**config.mk**
```make
export PLATFORM = sky130hd
export DESIGN_NAME = bgr_ctrl
export DESIGN_NICKNAME = d
export VERILOG_FILES = /design/src/rtl/core/bgr_pkg.sv /design/src/rtl/core/bgr_ctrl.sv
export SDC_FILE = /design/constraint.sdc
export NUM_CORES = 1
export LEC_CHECK = 0
export BUFFER_PORTS_ARGS = -buffer_cell sky130_fd_sc_hd__buf_2
export CAP_MARGIN = 20
export CORE_AREA = 2 2 39 41
export CTS_BUF_LIST = sky130_fd_sc_hd__clkbuf_4
export CTS_CLUSTER_SIZE = 8
export DETAILED_ROUTE_END_ITERATION = 16
export DIE_AREA = 0 0 41 43
export GPL_TIMING_DRIVEN = 0
export SLEW_MARGIN = 10
export SYNTH_ARGS = -nofsm -noshare
export SYNTH_HDL_FRONTEND = slang
export SYNTH_SLANG_ARGS = --single-unit
export TNS_END_PERCENT = 10
```
**constraint.sdc**
```tcl
create_clock -name i_clk -period 2.1 [get_ports i_clk]
set_clock_uncertainty 0.05 [all_clocks]
set_input_delay 0.21 -clock i_clk [delete_from_list [all_inputs] [get_ports i_clk]]
set_output_delay 0.21 -clock i_clk [all_outputs]
set_load 0.005 [all_outputs]
```
**src/rtl/core/bgr_pkg.sv**
```systemverilog
// Package for the bitmap glyph rasterizer.
// Holds the item types, request and register codes, the controller state
// type and the command/status structs. No dependencies.
package bgr_pkg;

    // Bit of a glyph column byte that lands on the top row.
    localparam int TOP_BIT = 7;
    // Rows per glyph column are capped at one byte.
    localparam logic [3:0] MAX_ROWS = 4'd8;

    // Request codes carried in req_type.
    typedef enum logic [2:0] {
        REQ_LOAD_WIDTH  = 3'd0,
        REQ_LOAD_OFFSET = 3'd1,
        REQ_LOAD_GLYPH  = 3'd2,
        REQ_DRAW        = 3'd3,
        REQ_SEP         = 3'd4
    } t_req;

    // Configuration register indexes.
    typedef enum logic [2:0] {
        CFG_FIRST_CHAR   = 3'd0,
        CFG_CHAR_COUNT   = 3'd1,
        CFG_UNKNOWN_CHAR = 3'd2,
        CFG_GLYPH_HEIGHT = 3'd3,
        CFG_DISPLAY_COLS = 3'd4,
        CFG_ON_VALUE     = 3'd5,
        CFG_OFF_VALUE    = 3'd6,
        CFG_BASE_Y       = 3'd7
    } t_cfg_reg;

    localparam int CFG_IDX_W  = 3;
    localparam int CFG_DATA_W = 12;

    // One input item.
    typedef struct packed {
        logic [2:0]         req_type;
        logic [10:0]        table_index;
        logic [10:0]        table_data;
        logic [7:0]         character;
        logic signed [15:0] start_x;
    } t_in_item;

    // One result item.
    typedef struct packed {
        logic               pixel_valid;
        logic [11:0]        pixel_x;
        logic [8:0]         pixel_y;
        logic [7:0]         pixel_value;
        logic               last;
        logic signed [15:0] next_x;
        logic               drew;
    } t_out_item;

    // Controller states.
    typedef enum logic [2:0] {
        S_IDLE,
        S_LOOKUP,
        S_COL_RD,
        S_COL_CHK,
        S_SEP_CHK,
        S_PIX,
        S_DONE
    } t_state;

    // Commands from the controller to the datapath.
    typedef struct packed {
        logic accept;
        logic lookup;
        logic col_read;
        logic col_load;
        logic next_col;
        logic emit_pix;
        logic emit_empty;
    } t_dp_cmd;

    // Status from the datapath to the controller.
    typedef struct packed {
        logic [2:0] in_req;
        logic       col_vis;
        logic       col_last;
        logic       rows_zero;
        logic       sep_any;
        logic       row_last;
        logic       pix_last;
        logic       out_free;
    } t_dp_sts;

endpackage

```
**src/rtl/core/bgr_ctrl.sv**
```systemverilog
// Controller state machine of the glyph rasterizer.
// Depends on bgr_pkg; drives the datapath through t_dp_cmd only.
module bgr_ctrl import bgr_pkg::*; (
    input  logic    i_clk,
    input  logic    i_rst_n,
    input  logic    i_in_valid,
    output logic    o_in_ready,
    input  t_dp_sts i_sts,
    output t_dp_cmd o_cmd
);

    t_state r_state;
    t_state n_state;
    logic   accept;

    assign accept = (r_state == S_IDLE) && i_in_valid;

    // State register.
    always_ff @(posedge i_clk) begin
        if (!i_rst_n) begin
            r_state <= S_IDLE;
        end else begin
            r_state <= n_state;
        end
    end

    // Next-state logic.
    always_comb begin
        n_state = r_state;
        case (r_state)
            S_IDLE: begin
                if (accept) begin
                    case (i_sts.in_req)
                        REQ_DRAW: n_state = S_LOOKUP;
                        REQ_SEP:  n_state = S_SEP_CHK;
                        default:  n_state = S_IDLE;
                    endcase
                end
            end
            S_LOOKUP: n_state = S_COL_RD;
            S_COL_RD: n_state = S_COL_CHK;
            S_COL_CHK: begin
                if (i_sts.col_vis && !i_sts.rows_zero) begin
                    n_state = S_PIX;
                end else if (i_sts.col_last) begin
                    n_state = S_DONE;
                end else begin
                    n_state = S_COL_RD;
                end
            end
            S_SEP_CHK: begin
                n_state = i_sts.sep_any ? S_PIX : S_DONE;
            end
            S_PIX: begin
                if (i_sts.out_free) begin
                    if (i_sts.pix_last) begin
                        n_state = S_IDLE;
                    end else if (i_sts.row_last) begin
                        n_state = S_COL_RD;
                    end
                end
            end
            S_DONE: begin
                if (i_sts.out_free) begin
                    n_state = S_IDLE;
                end
            end
            default: n_state = S_IDLE;
        endcase
    end

    // Command outputs.
    always_comb begin
        o_in_ready       = (r_state == S_IDLE);
        o_cmd            = '0;
        o_cmd.accept     = accept;
        o_cmd.lookup     = (r_state == S_LOOKUP);
        o_cmd.col_read   = (r_state == S_COL_RD);
        o_cmd.col_load   = (r_state == S_COL_CHK);
        o_cmd.next_col   = ((r_state == S_COL_CHK) && !(i_sts.col_vis && !i_sts.rows_zero)
                            && !i_sts.col_last)
                        || ((r_state == S_PIX) && i_sts.out_free && !i_sts.pix_last
                            && i_sts.row_last);
        o_cmd.emit_pix   = (r_state == S_PIX) && i_sts.out_free;
        o_cmd.emit_empty = (r_state == S_DONE) && i_sts.out_free;
    end

endmodule

```
=== Word-level counts from Yosys, hierarchy flattened ===
Index checks and enable logic that the tools add are counted.

* Word-level logic and storage cells: 38
* Input bits: 13
* Output and inout port bits: 8
* Register bits: 3

* Equal/unequal tests: 12
* Mux-type cells: 10
* Reductions and logical operators: 15

{| class="wikitable"
|+ Operators by type and width
! operator !! count
|-
| two-way mux 3 bit || 7
|-
| one-hot mux 3 bit (7 select lines) || 1
|-
| equality test 3 bit, second input constant || 4
|-
| equality test 3 x 2 -> 1 bit, second input constant || 3
|-
| logical AND 1 bit || 8
|-
| one-hot mux 3 bit (2 select lines) || 1
|-
| zero test 1 bit || 4
|-
| != test 2 bit, second input constant || 2
|-
| AND reduction 4 bit || 1
|-
| equality test 3 x 1 -> 1 bit, second input constant || 1
|-
| zero test 3 bit || 1
|-
| != test 3 bit, second input constant || 1
|-
| two-way mux 2 bit || 1
|-
| != test 2 x 1 -> 1 bit, second input constant || 1
|-
| logical OR 1 bit || 1
|}

=== Longest topological paths before layout ===
Gate-level depths: netlist of the first run.

* Depth after elaboration: 6
* Depth in mapped cells: 6
* Mapped depth without buffers: 4

=== Least setup slack after synthesis of the first run ===
OpenSTA, ideal clock, no wires.

* Kind: register to output
* From: reg r_state[2]
* To: out o_cmd[6] (netlist bit)
* Arrival time: 1.023 ns
* Buffers on the path: 3
* Setup slack: 0.817 ns
* Cell stages (with the launch flop): 6
* Cells stage by stage: dfxtp_1 > buf_6 > buf_2 > nor3_1 > and2_1 > buf_4

* Cells in the longest elaborated chain, start to end: 2

{| class="wikitable"
|+ RTL lines
! what !! line !! RTL
|-
| start, declared || bgr_ctrl.sv:12 || <nowiki>t_state r_state;</nowiki>
|-
| start signal, assigned || bgr_ctrl.sv:23 || <nowiki>r_state <= n_state;</nowiki>
|-
| zero test 3 bit || -- ||
|-
| via o_in_ready || bgr_ctrl.sv:7 || <nowiki>output logic o_in_ready,</nowiki>
|-
| logical AND 1 bit || bgr_ctrl.sv:16 || <nowiki>assign accept = (r_state == S_IDLE) && i_in_valid;</nowiki>
|-
| end, declared || bgr_ctrl.sv:9 || <nowiki>output t_dp_cmd o_cmd</nowiki>
|}

The timed path passes the listed nets, and every way through them passes these cells.

==> results.md, run 1 <==
- The flow ran to the end, and the final reports show no timing, DRC or antenna violations.
- The number of vias per cell after detailed routing is approximately 5.
- After the first detailed-routing iteration, the DRC count stood at 12.
- The insertion delay to the later sink of the worst-skew pair is between 200 and 250 ps.
- The number of cell rows is 14.
- Across the whole layout, storage elements account for 60.06 um^2.
- The worst-case setup slack after placement is between 600 and 700 ps.
- The number of fillers in the final layout is 158.
- The signal on the critical path passes through buf_6 > nand2_1 > nor4b_1 > a21oi_1 > nor2b_1 > buf_2.
- The post-detailed-routing wire length is 940 um.
- In this run, the combinational gates consume between 30 and 40% of the power.
- Yosys attributes the largest share of cell area to dfxtp_1 17%, nor2_1 9.6%, o21ai_0 7.1%.
- Entering global routing, the biggest net connects 11 pins.
- The net count after synthesis is 67.
- The number of instances in the synthesized netlist is 54.
- The synthesis-to-finish area growth is 42.55%.
- The post-cts hold buffer count is 0.
- In this run the number of H-tree levels came out at 1.
- In this run the standard cell core region covers 0.001384 mm^2.
- In this run the tightest slew margin relative to its limit is 81.96%.
- In the final routed layout, each cell accounts on average for about 10 um.
- The startpoint identified for the worst register-to-register timing path is r_state[2].
- The post-placement cell count is 90.
- The chip height is 43 um.
- At the worst endpoint, the required time is 1840 ps.
- The repair_antennas step left the layout with diodes totalling 0.
- The total congestion overflow is 0.
- The global-route usage over all layers is 12.42%.
- The number of gates resized after cts is 0.
- The worst setup path is launched from a register.
- Among all flip-flop cells after synthesis, the most frequent one is dfxtp_1.
- The number of max-slew violations in the final report was 0.
- The largest area contributor in the netlist is dfxtp_1.
- The portion of the clock cycle consumed by the worst path in the final layout is 77.18%.
- After synthesis, the most frequently instantiated cells are 9 x nor2_1, 5 x o21ai_0, 4 x a21oi_1, 4 x nor3_1.
- The TritonCTS sink count is 3.
- The peak clock frequency supported by timing is between 600 and 700 MHz.
- The largest driver fanout on the critical path is 9.
- The portion of total power attributed to sequential cells is between 20% and 30%.
- The width of the die is ~40 um.
- The die covers around 0.0018 mm^2.
- The finished layout holds 94 standard cells, fillers aside.
- The flip-flop count of the largest register, all copies and words added is 3.
- The combined buffer and inverter count along the critical path is 2.
- After synthesis the cells add up to between 300 and 400 um^2.
- The startpoint of the worst setup timing path is r_state[2].
- The worst hold path begins at i_rst_n.
- The final sum of negative setup slack is 0 ps.
- The count of nets after finishing is 92.
- CTS placed an instance of clkbuf_4 at the clock tree root.
- The share of the yosys chip area belonging to registers is between 15 and 20%.
- TritonCTS created 3 clock buffers.
- The actual transition at the worst max-transition pin is 267.7 ps.
- The largest registers in the layout are r_state (3).
- The slowest stage of the critical path is the dfxtp_1 cell.
- Summing over every cut layer, the via total after detailed routing is around 470.
- The final weighted congestion in routability-driven placement is 0.8373.
- The count of nets left with antenna violations once routing finished came out at 0.
- The cell with the most instances after synthesis is nor2_1.
- The post-placement cell area is 473.0 um^2.
- Setup slack closes at 479.3 ps.
- The kind of end point of the critical path is an output port.
- The proportion of power drawn by the clock network is 37.5%.
- The number of enable-type register cells in the synthesized netlist is 0.
- Once detailed placement completed, the half-perimeter wirelength came to 769 um.
- The buffer count from post-CTS setup fixing is 0.
- The largest stage delay on the critical path is 310 ps.
- The number of input and output port buffers inserted is 20.
- Cells with a size suffix above 1 make up 39.74% of the layout.
- In this design, the largest share of critical-path delay is due to simple AND/OR/NAND/NOR gates.
- The total internal power is a little over 0.2 mW.
- The buffer levels on the longest clock path is 2.
- The number of antenna violations at the first check in global routing is 0.
- The via count of the first global-routing pass is 368.
- Summed over all nets, the switching power comes to 0.09757 mW.
- The multi-input combinational cells in the finished layout cover a total of between 200 and 300 um^2.
- The global-route wire length before repair is around 1.5 mm.
- The CTS tree is yes.
- The largest vdd supply drop is about 0.00024 V.
- Yosys printed 0 warnings.
- The synthesized area per cell is roughly 6.5 um^2.
- The switching part of the total is 32.23%.
- The final count of hold timing violations came to 0.
- For this run, design rule violations remaining after detail routing come to 0.
- The number of flip-flops and latches in the synthesized netlist is 3.
- The number of different library cells used by synthesis comes to 25.
- The path type of the worst min-delay path is in2reg.
- For this design the ratio of total power to cell area is between 600 and 700 mW/mm^2.
- The initial cell density of the core is 25.50%.
- The I/O pin total is 21.
- The tool flagged a number of max-cap violations equal to 0.
- Before antenna repair, the detailed router went through 4 iterations.
- The design area is 503.0 um^2.
- The leakage power is 0.2401 nW.
- The critical path data arrival time is roughly 1400 ps.
- The clock-pin slew reported for the worst setup and hold paths after clock tree synthesis is 40 ps.
- The proportion of synthesized flip-flops having asynchronous set or reset is 0%.
- The critical path class is reg2out.
- Setup violations remaining at the end of the flow were counted as 0.
- The share of synthesized area in the top cell type comes to 17.02%.
- Setup repair after global routing left no endpoint under its margin.
- The worst path in the final design needs a cycle of 1621 ps, including I/O delays and setup.
- The register ranked first by flip-flop count is r_state.
-- worst paths after layout --
kind                              endpoint  slack (ps)  cells past startpoint
worst max-delay path              o_cmd[2]         480                      6
worst min-delay path            r_state[2]         190                      2
worst max register to register  r_state[2]         820                      5
worst min register to register  r_state[1]         650                      3
-- stage by stage --
stage | total power [mW] | util (%) | hold slack, ps
2_1_floorplan | 0.1482 | - | 291.2
3_3_place_gp | 0.1892 | 34.18 | 431.6
3_5_place_dp | 0.1907 | 34.18 | 434.7
4_1_cts | 0.3073 | 36.35 | 189.3
5_1_grt | 0.3347 | 36.35 | 194.7
6_report | 0.3027 | 36.35 | 191.5
-- routing by layer --
layer  vias to the layer above  track usage [%]  wire length, um
met2                        23            18.13              452
met3                         0            4.712              108
li1                        241                -                -
met4                         0            2.000                0
met1                       210            17.25              379
met5                         -                0                0
-- power by group through the flow --
stage | Clock [mW] | Combinational (mW) | Sequential (mW)
2_1_floorplan | 0 | 0.0792 | 0.0690
3_3_place_gp | 0 | 0.119 | 0.0703
3_5_place_dp | 0 | 0.120 | 0.0704
4_1_cts | 0.117 | 0.121 | 0.0696
5_1_grt | 0.127 | 0.136 | 0.0709
6_report | 0.113 | 0.119 | 0.0698
-- cell usage in the layout (no fill, tap or decap), types with 3 or more instances in the layout --
| cell | n |
|---|---|
| dfxtp_1 | 3 |
| clkbuf_4 | 4 |
| nor2_1 | 9 |
| nor3_1 | 4 |
| buf_2 | 23 |
| nand2_1 | 3 |
| a21oi_1 | 4 |
| o21ai_0 | 5 |
| a31oi_1 | 3 |
-- area by class of cell --
cell class                 count  share of cell area [%]
tap                           16                   3.980
inverter                       2                   1.493
timing repair buffer          20                   19.90
multi-input combinational     44                   50.00
clock buffer                   4                   5.970
buffer                         5                   6.716
sequential                     3                   11.94
-- kinds of logic after synthesis --
family,Yosys count,share of synthesized area [%]
DFF,3,17.02
AOI/OAI and AO/OA,18,32.63
buffers and inverters,7,11.70
and+or+nand+nor,26,38.65
(Power assumes the default switching activity.)
==> run 2, diff against run 1 <==
ABC_AREA = 1   (was not set)
clock period = 1.6 ns   (was 2.1 ns; I/O delays follow)
==> results.md, run 2 <==
- The flow ran to the end, and the final reports show no timing, DRC or antenna violations.
- Data on the critical path arrives at its endpoint at 1300 ps.
- In the final routed layout, each cell accounts on average for slightly above 8 um.
- For this block, the via count after detailed routing is 520.
- The number of max-slew violations in the final report is 0.
- The number of input and output port buffers inserted is 20.
- Summed over all layers, the routed wires come to around 980 um.
- The instance count along the most critical hold path is 3.
- The count of nets after finishing is 118.
- The element type at the critical path start is a register.
- The total power is 0.8145 mW.
- The commonest cells after synthesis are 22 x nand2_1, 20 x nor2_1, 9 x inv_1, 9 x nand3_1, 6 x nor2_2.
- The net switching component of the power is 0.3931 mW.
- The die is 43 um tall.
- The number of levels the H-tree was split into is 1.
- The I/O pin total is 21.
- The portion of total power attributed to sequential cells is a little under a fifth.
- The TritonCTS sink count is 3.
- Sequential elements use 14.95% of the synthesized area.
- For hold timing, the worst endpoint is r_state[2].
- The number of antenna violations at the first check in global routing is 0.
- Including well taps, the total number of placed cells is 116.
- The initial cell density of the core is 29.02%.
- The number of fillers in the final layout is approximately 170.
- The largest registers in the layout are r_state (3).
- The netlist area before placement is 401.6 um^2.
- The multi-input combinational cell area is 290.3 um^2.
- For this run, the top clock speed supported by timing is 663.8 MHz.
- The worst hold slack is 129.8 ps.
- The pre-antenna-repair detailed-routing pass consisted of 2 iterations.
- Setup violations remaining at the end of the flow were counted as 0.
- The number of distinct library cells after synthesis is 14.
- The path type of the worst min-delay path is in2reg.
- After layout, the worst setup slack is about 93 ps.
- The cell sitting at the root of the clock tree is a clkbuf_4.
- Of all nets on the critical path, the largest fanout is 10.
- The final weighted congestion in routability-driven placement is about 0.77.
- The core occupancy in the finished layout is about two fifths.
- Across the VDD grid, the largest voltage drop is just over 0.0005 V.
- The most common cell after layout, fill and taps aside is nand2_1.
- The total internal power is 0.4215 mW.
- The worst setup path is of the reg2out kind.
- Counting flops and latches in the post-synthesis netlist gives 3.
- Summing all placed instances gives a cell area of 521.8 um^2.
- The non-filler instance count after layout is 120.
- The portion of the clock cycle consumed by the worst path in the final layout is 94.16%.
- 0 antenna diodes ended up in the layout.
- In the synthesized netlist the async set-or-reset flop fraction comes to 0%.
- The first global-routing pass estimated 1.476 mm of wire.
- Setup total negative slack on the finished layout was measured at 0 ps.
- The post-cts hold buffer count is 0.
- The design area is 556.8 um^2.
- The reg-to-reg startpoint is r_state[1].
- In this run the register-to-register setup slack is ~330 ps.
- The top cell types in the final layout, fill and taps aside, are 22 x nand2_1, 20 x buf_2, 19 x nor2_1, 9 x nand3_1, 8 x inv_1.
- Max-cap violations in this run came to 0.
- The ratio of total power to cell area is between 1000 and 1500 mW/mm^2.
- The number of gates resized after cts is 0.
- The most frequently used flop master after synthesis is dfxtp_1.
- Measured against its own limit, the worst slew margin works out to 81.33%.
- After clock tree synthesis, the clock-pin slew on the worst setup and hold paths is around 30 ps.
- For this block, the initial DRC count from the detailed router was 5.
- STA puts the critical path data required time at approximately 1400 ps.
- For this run, the number of Yosys warnings is 0.
- The number of cell rows is 14.
- The kind of end point of the critical path is an output port.
- The switching part of the total is 48.26%.
- At the later pin of the worst-skew pair, clock insertion delay measures 230 ps.
- The post-route DRC violation count is 0.
- The buffer count from post-CTS setup fixing is 0.
- The count of antenna-violating nets left after detailed routing is 0.
- The final count of hold timing violations is 0.
- Global routing consumed, over all layers together, 12.34% of the routing resources.
- The total overflow left after global routing is 0.
- The number of vias per cell after detailed routing is 4.333.
- The number of buffers created by CTS is 3.
- A synthesized cell averages about 5 um^2.
- The register with the most flip-flops in the layout has 3 of them.
- The largest area contributor in the netlist is nand2_1.
- In this run the deepest clock path goes through 2 buffers.
- The number of instances in the synthesized netlist is 80.
- Entering global routing, the biggest net connects 11 pins.
- The core outline area is approximately 0.0014 mm^2.
- For the worst flop-to-flop path, the logic depth is 8.
- Counting every net in the synthesized netlist gives 93.
- Detailed placement ended at an HPWL of 800.4 um.
- The register ranked first by flip-flop count is r_state.
- The floorplan step defined a die boundary enclosing 0.001763 mm^2.
- The final period demand of the worst path is 1507 ps.
- The via count of the first global-routing pass came to 412.
- The post-route netlist has 38.46% of its cells at a drive strength greater than 1.
- Yosys mapped a number of flops with a built-in enable equal to 0.
- The sequential standard cell area is 60.06 um^2.
- The worst hold path begins at i_rst_n.
- The combinational power share is 63.8%.
- The worst-case setup slack after placement is 321.4 ps.
- In this run the biggest area consumer among cell types represents 20.56% of the synthesized area.
- For this design the static power due to leakage is 0.3470 nW.
- The width of the die is approximately 41 um.
- The cell with the most instances after synthesis is nand2_1.
- The critical register-to-register path endpoint is r_state[0].
- The actual transition at the worst max-transition pin is about 280 ps.
- The synthesis-to-finish area growth is 38.63%.
- Per report_power, the clock group accounts for 17.7% of the total.
- After synthesis, the cell types taking the most area are nand2_1 21%, nor2_1 19%, dfxtp_1 15%.
- The CTS tree is yes.
## run 2: area by class of cell
class | instances | area share, %
Tap cell | 16 | 3.596
Timing Repair Buffer | 20 | 17.98
Sequential cell | 3 | 10.79
Clock buffer | 4 | 5.393
Buffer | 2 | 2.697
Inverter | 11 | 7.416
Multi-Input combinational cell | 64 | 52.13
## run 2: kinds of logic (layout without fill, tap and decap cells)
kind of cell           count (synthesis)  count (layout)  synth area share [%]
and+or+nand+nor                       62              62                 68.54
buffers and inverters                 13              37                 13.40
DFF                                    3               3                 14.95
AOI/OAI and AO/OA                      2               2                 3.115
## run 2: worst max-delay path by stage
stage / startpoint / to / depth (start not counted)
floorplan: r_state[1] / r_state[0] / 8
global placement: r_state[2] / o_cmd[2] / 6
detailed placement: r_state[2] / o_cmd[2] / 6
CTS: r_state[2] / o_cmd[2] / 6
global route: r_state[2] / o_cmd[2] / 6
finish: r_state[2] / o_cmd[2] / 6
## run 2: critical path: stages, from the launching register on
cell      delay (ps)
dfxtp_1          300
clkbuf_4         190
nand3_2          140
nor2_2           140
nand3_1           90
o31ai_1           70
buf_2            140
## run 2: routing by layer
metal	routed length, um	track usage [%]	vias to the layer above
met5	0	0	-
met4	0	6.000	0
met3	52	4.712	0
met2	479	18.13	10
met1	449	15.06	215
li1	-	-	295
## run 2: power by group through the flow
stage | sequential (mW) | combinational, mW | clock, mW
2_1_floorplan | 0.142 | 0.383 | 0
3_5_place_dp | 0.150 | 0.517 | 0
3_3_place_gp | 0.149 | 0.516 | 0
4_1_cts | 0.149 | 0.517 | 0.153
5_1_grt | 0.152 | 0.613 | 0.166
6_report | 0.150 | 0.520 | 0.145
==> run 3, diff against run 2 <==
clock period = 1.8 ns   (was 1.6 ns; I/O delays follow)
==> results.md, run 3 (synthesis gave the netlist of run 2 again) <==
- The master of the slowest instance on the critical path is dfxtp_1.
- The actual transition at the worst max-transition pin is 278.5 ps.
- The number of vias per cell after detailed routing is ~4.3.
- In the final routed layout, each cell accounts on average for 7.858 um.
- On the worst path, the slowest cell contributes a delay of 300 ps.
- The signal on the critical path passes through buf_2 > nand3_2 > nor2_1 > nand3_1 > o31ai_1 > buf_2.
- The width of the die is 41 um.
- The via count of the first global-routing pass came to 412.
- The number of max-slew violations in the final report is 0.
- After detailed routing, the number of remaining DRC violations is 0.
- The clock reaches the later pin of the worst-skew pair after around 230 ps.
- The library cell used most frequently in the layout, excluding fill and tap cells, is nand2_1.
- Once the clock tree was built, the setup fixing pass inserted 0 buffers.
- In this run the deepest clock path goes through 2 buffers.
- The post-detailed-routing wire length is approximately 940 um.
- The number of clock buffers added by TritonCTS is 3.
- The critical path contains buffers and inverters numbering 2 combined.
- The flow ran to the end, and the final reports show no timing, DRC or antenna violations.
- The register with the most flip-flops in the final layout is r_state.
- The worst hold path belongs to the class in2reg.
- The core occupancy in the finished layout is approximately 40%.
- The critical path data arrival time is 1310 ps.
- In this run the number of H-tree levels came out at 1.
- The count of endpoints failing setup in the final report is 0.
- Setup repair after global routing left no endpoint under its margin.
- The largest driver fanout on the critical path is 10.
- The element type at the critical path start is a register.
- The global-route usage over all layers is 12.34%.
- Before antenna repair, the detailed router went through 2 iterations.
- The tree is rooted in a clkbuf_4.
- Entering global routing, the biggest net connects 11 pins.
- The largest registers in the layout are r_state (3).
- The die covers 0.001763 mm^2.
- The first global-routing pass estimated 1.476 mm of wire.
- Row generation in the floorplan step produced 14 rows.
- The detailed-placement wirelength estimate is approximately 800 um.
- In this run the tightest slew margin relative to its limit is roughly four fifths.
- The flip-flop count of the largest register, all copies and words added is 3.
- The net count of the finished layout is 118.
- At the end of routability-driven placement, the weighted congestion stood at 0.7721.
- Summed over all cells, the static leakage comes to approximately 0.35 nW.
- The count of antenna-violating nets left after detailed routing is 0.
- During placement, the flow inserted port buffers numbering 20.
- The final sum of negative setup slack is 0 ps.
- The endpoint required time on the critical path is 1570 ps.
- The initial DRC count is 1.
- Summing all placed instances gives a cell area of roughly 520 um^2.
- The fraction of layout cells with a size suffix above 1 is 36.54%.
- The initial cell density of the core is 29.02%.
- The number of antenna violations at the first check in global routing is 0.
- The post-cts hold buffer count is 0.
- The critical path class is reg2out.
- The I/O pin total is 21.
- The number of diodes added for antenna fixing is 0.
- The portion of the clock cycle consumed by the worst path in the final layout is 85.79%.
- CTS saw 3 sinks.
- Power spread over the standard cell area amounts to between 1000 and 1500 mW/mm^2.
- The final period demand of the worst path is around 1500 ps.
- The peak clock frequency supported by timing is 647.6 MHz.
- The dominant cell type by count on the critical path is buf_2.
- The worst-case IR drop observed on VDD is 0.0004560 V.
- The region available for standard cell placement spans 0.001384 mm^2.
- The top cell types in the final layout, fill and taps aside, are 22 x nand2_1, 21 x buf_2, 20 x nor2_1, 9 x inv_1, 9 x nand3_1.
- Max-cap violations in this run came to 0.
- The CTS tree is yes.
- In this run the vertical extent of the chip is approximately 43 um.
- Grouping stages by cell kind, the critical path spends the most delay in simple AND/OR/NAND/NOR gates.
- The final count of hold timing violations is 0.
- The kind of end point of the critical path is an output port.
- The design area is roughly 550 um^2.
- The total congestion overflow is 0.
- Relative to the synthesized area, the layout overhead comes to 37.38%.
- After clock tree synthesis, the clock-pin slew on the worst setup and hold paths is approximately 30 ps.
- Once the clock tree was built, the resizer swapped 0 gates to a different size.
- The total number of vias is 519.
[run 3: cell types whose count changed in the layout (fill, tap and decap cells not counted)]
cell	before	now
inv_1	8	9
inv_2	3	2
clkbuf_4	5	4
buf_2	20	21
nor2_1	19	20
nor2_2	7	6
[run 3: final cells by class]
type                    instances  area (um^2)
repair buffers                 20        100.1
fillers                       161        832.0
plain buffers                   2        12.51
inverters                      11        41.29
flip-flops and latches          3        60.06
multi-input cells              64        287.8
clock buffers                   4        30.03
well taps                      16        20.02
[run 3: metrics by stage]
step | cells | hold WS, ps | setup WS, ps | power (mW)
after floorplan | 80 | 250.4 | 659.4 | 0.4666
after global placement | 116 | 385.8 | 489.7 | 0.5911
after detailed placement | 116 | 387.6 | 501.4 | 0.5933
after CTS | 120 | 143.5 | 253.4 | 0.7283
after global routing | 120 | 154.6 | 121.2 | 0.8192
final | 120 | 149.8 | 255.8 | 0.7144
[run 3: path summary, 6_finish.rpt]
path | startpoint | endpoint | slack, ps | cells past startpoint
max reg2reg | r_state[1] | r_state[0] | 530 | 8
min | i_rst_n | r_state[2] | 150 | 3
min reg2reg | r_state[1] | r_state[1] | 610 | 4
max | r_state[2] | o_cmd[2] | 260 | 6
[run 3: tightest hold or removal path, delay by kind of cell]
| kind | cells | cell delay, ps |
|---|---|---|
| buffers and inverters | 1 | 110 |
| and+or+nand+nor | 2 | 90 |
[run 3: power by group]
part	switching [mW]	internal, mW
clock network	0.0307	0.0978
logic	0.277	0.176
registers	0.0377	0.0953
[run 3: per-layer routing]
layer	vias to the layer above	global-route usage (%)	share of wire, %
met5	-	0	0
met4	0	6.000	0
met3	0	4.712	5.5
met2	10	18.13	48
met1	213	15.06	47
li1	296	-	-
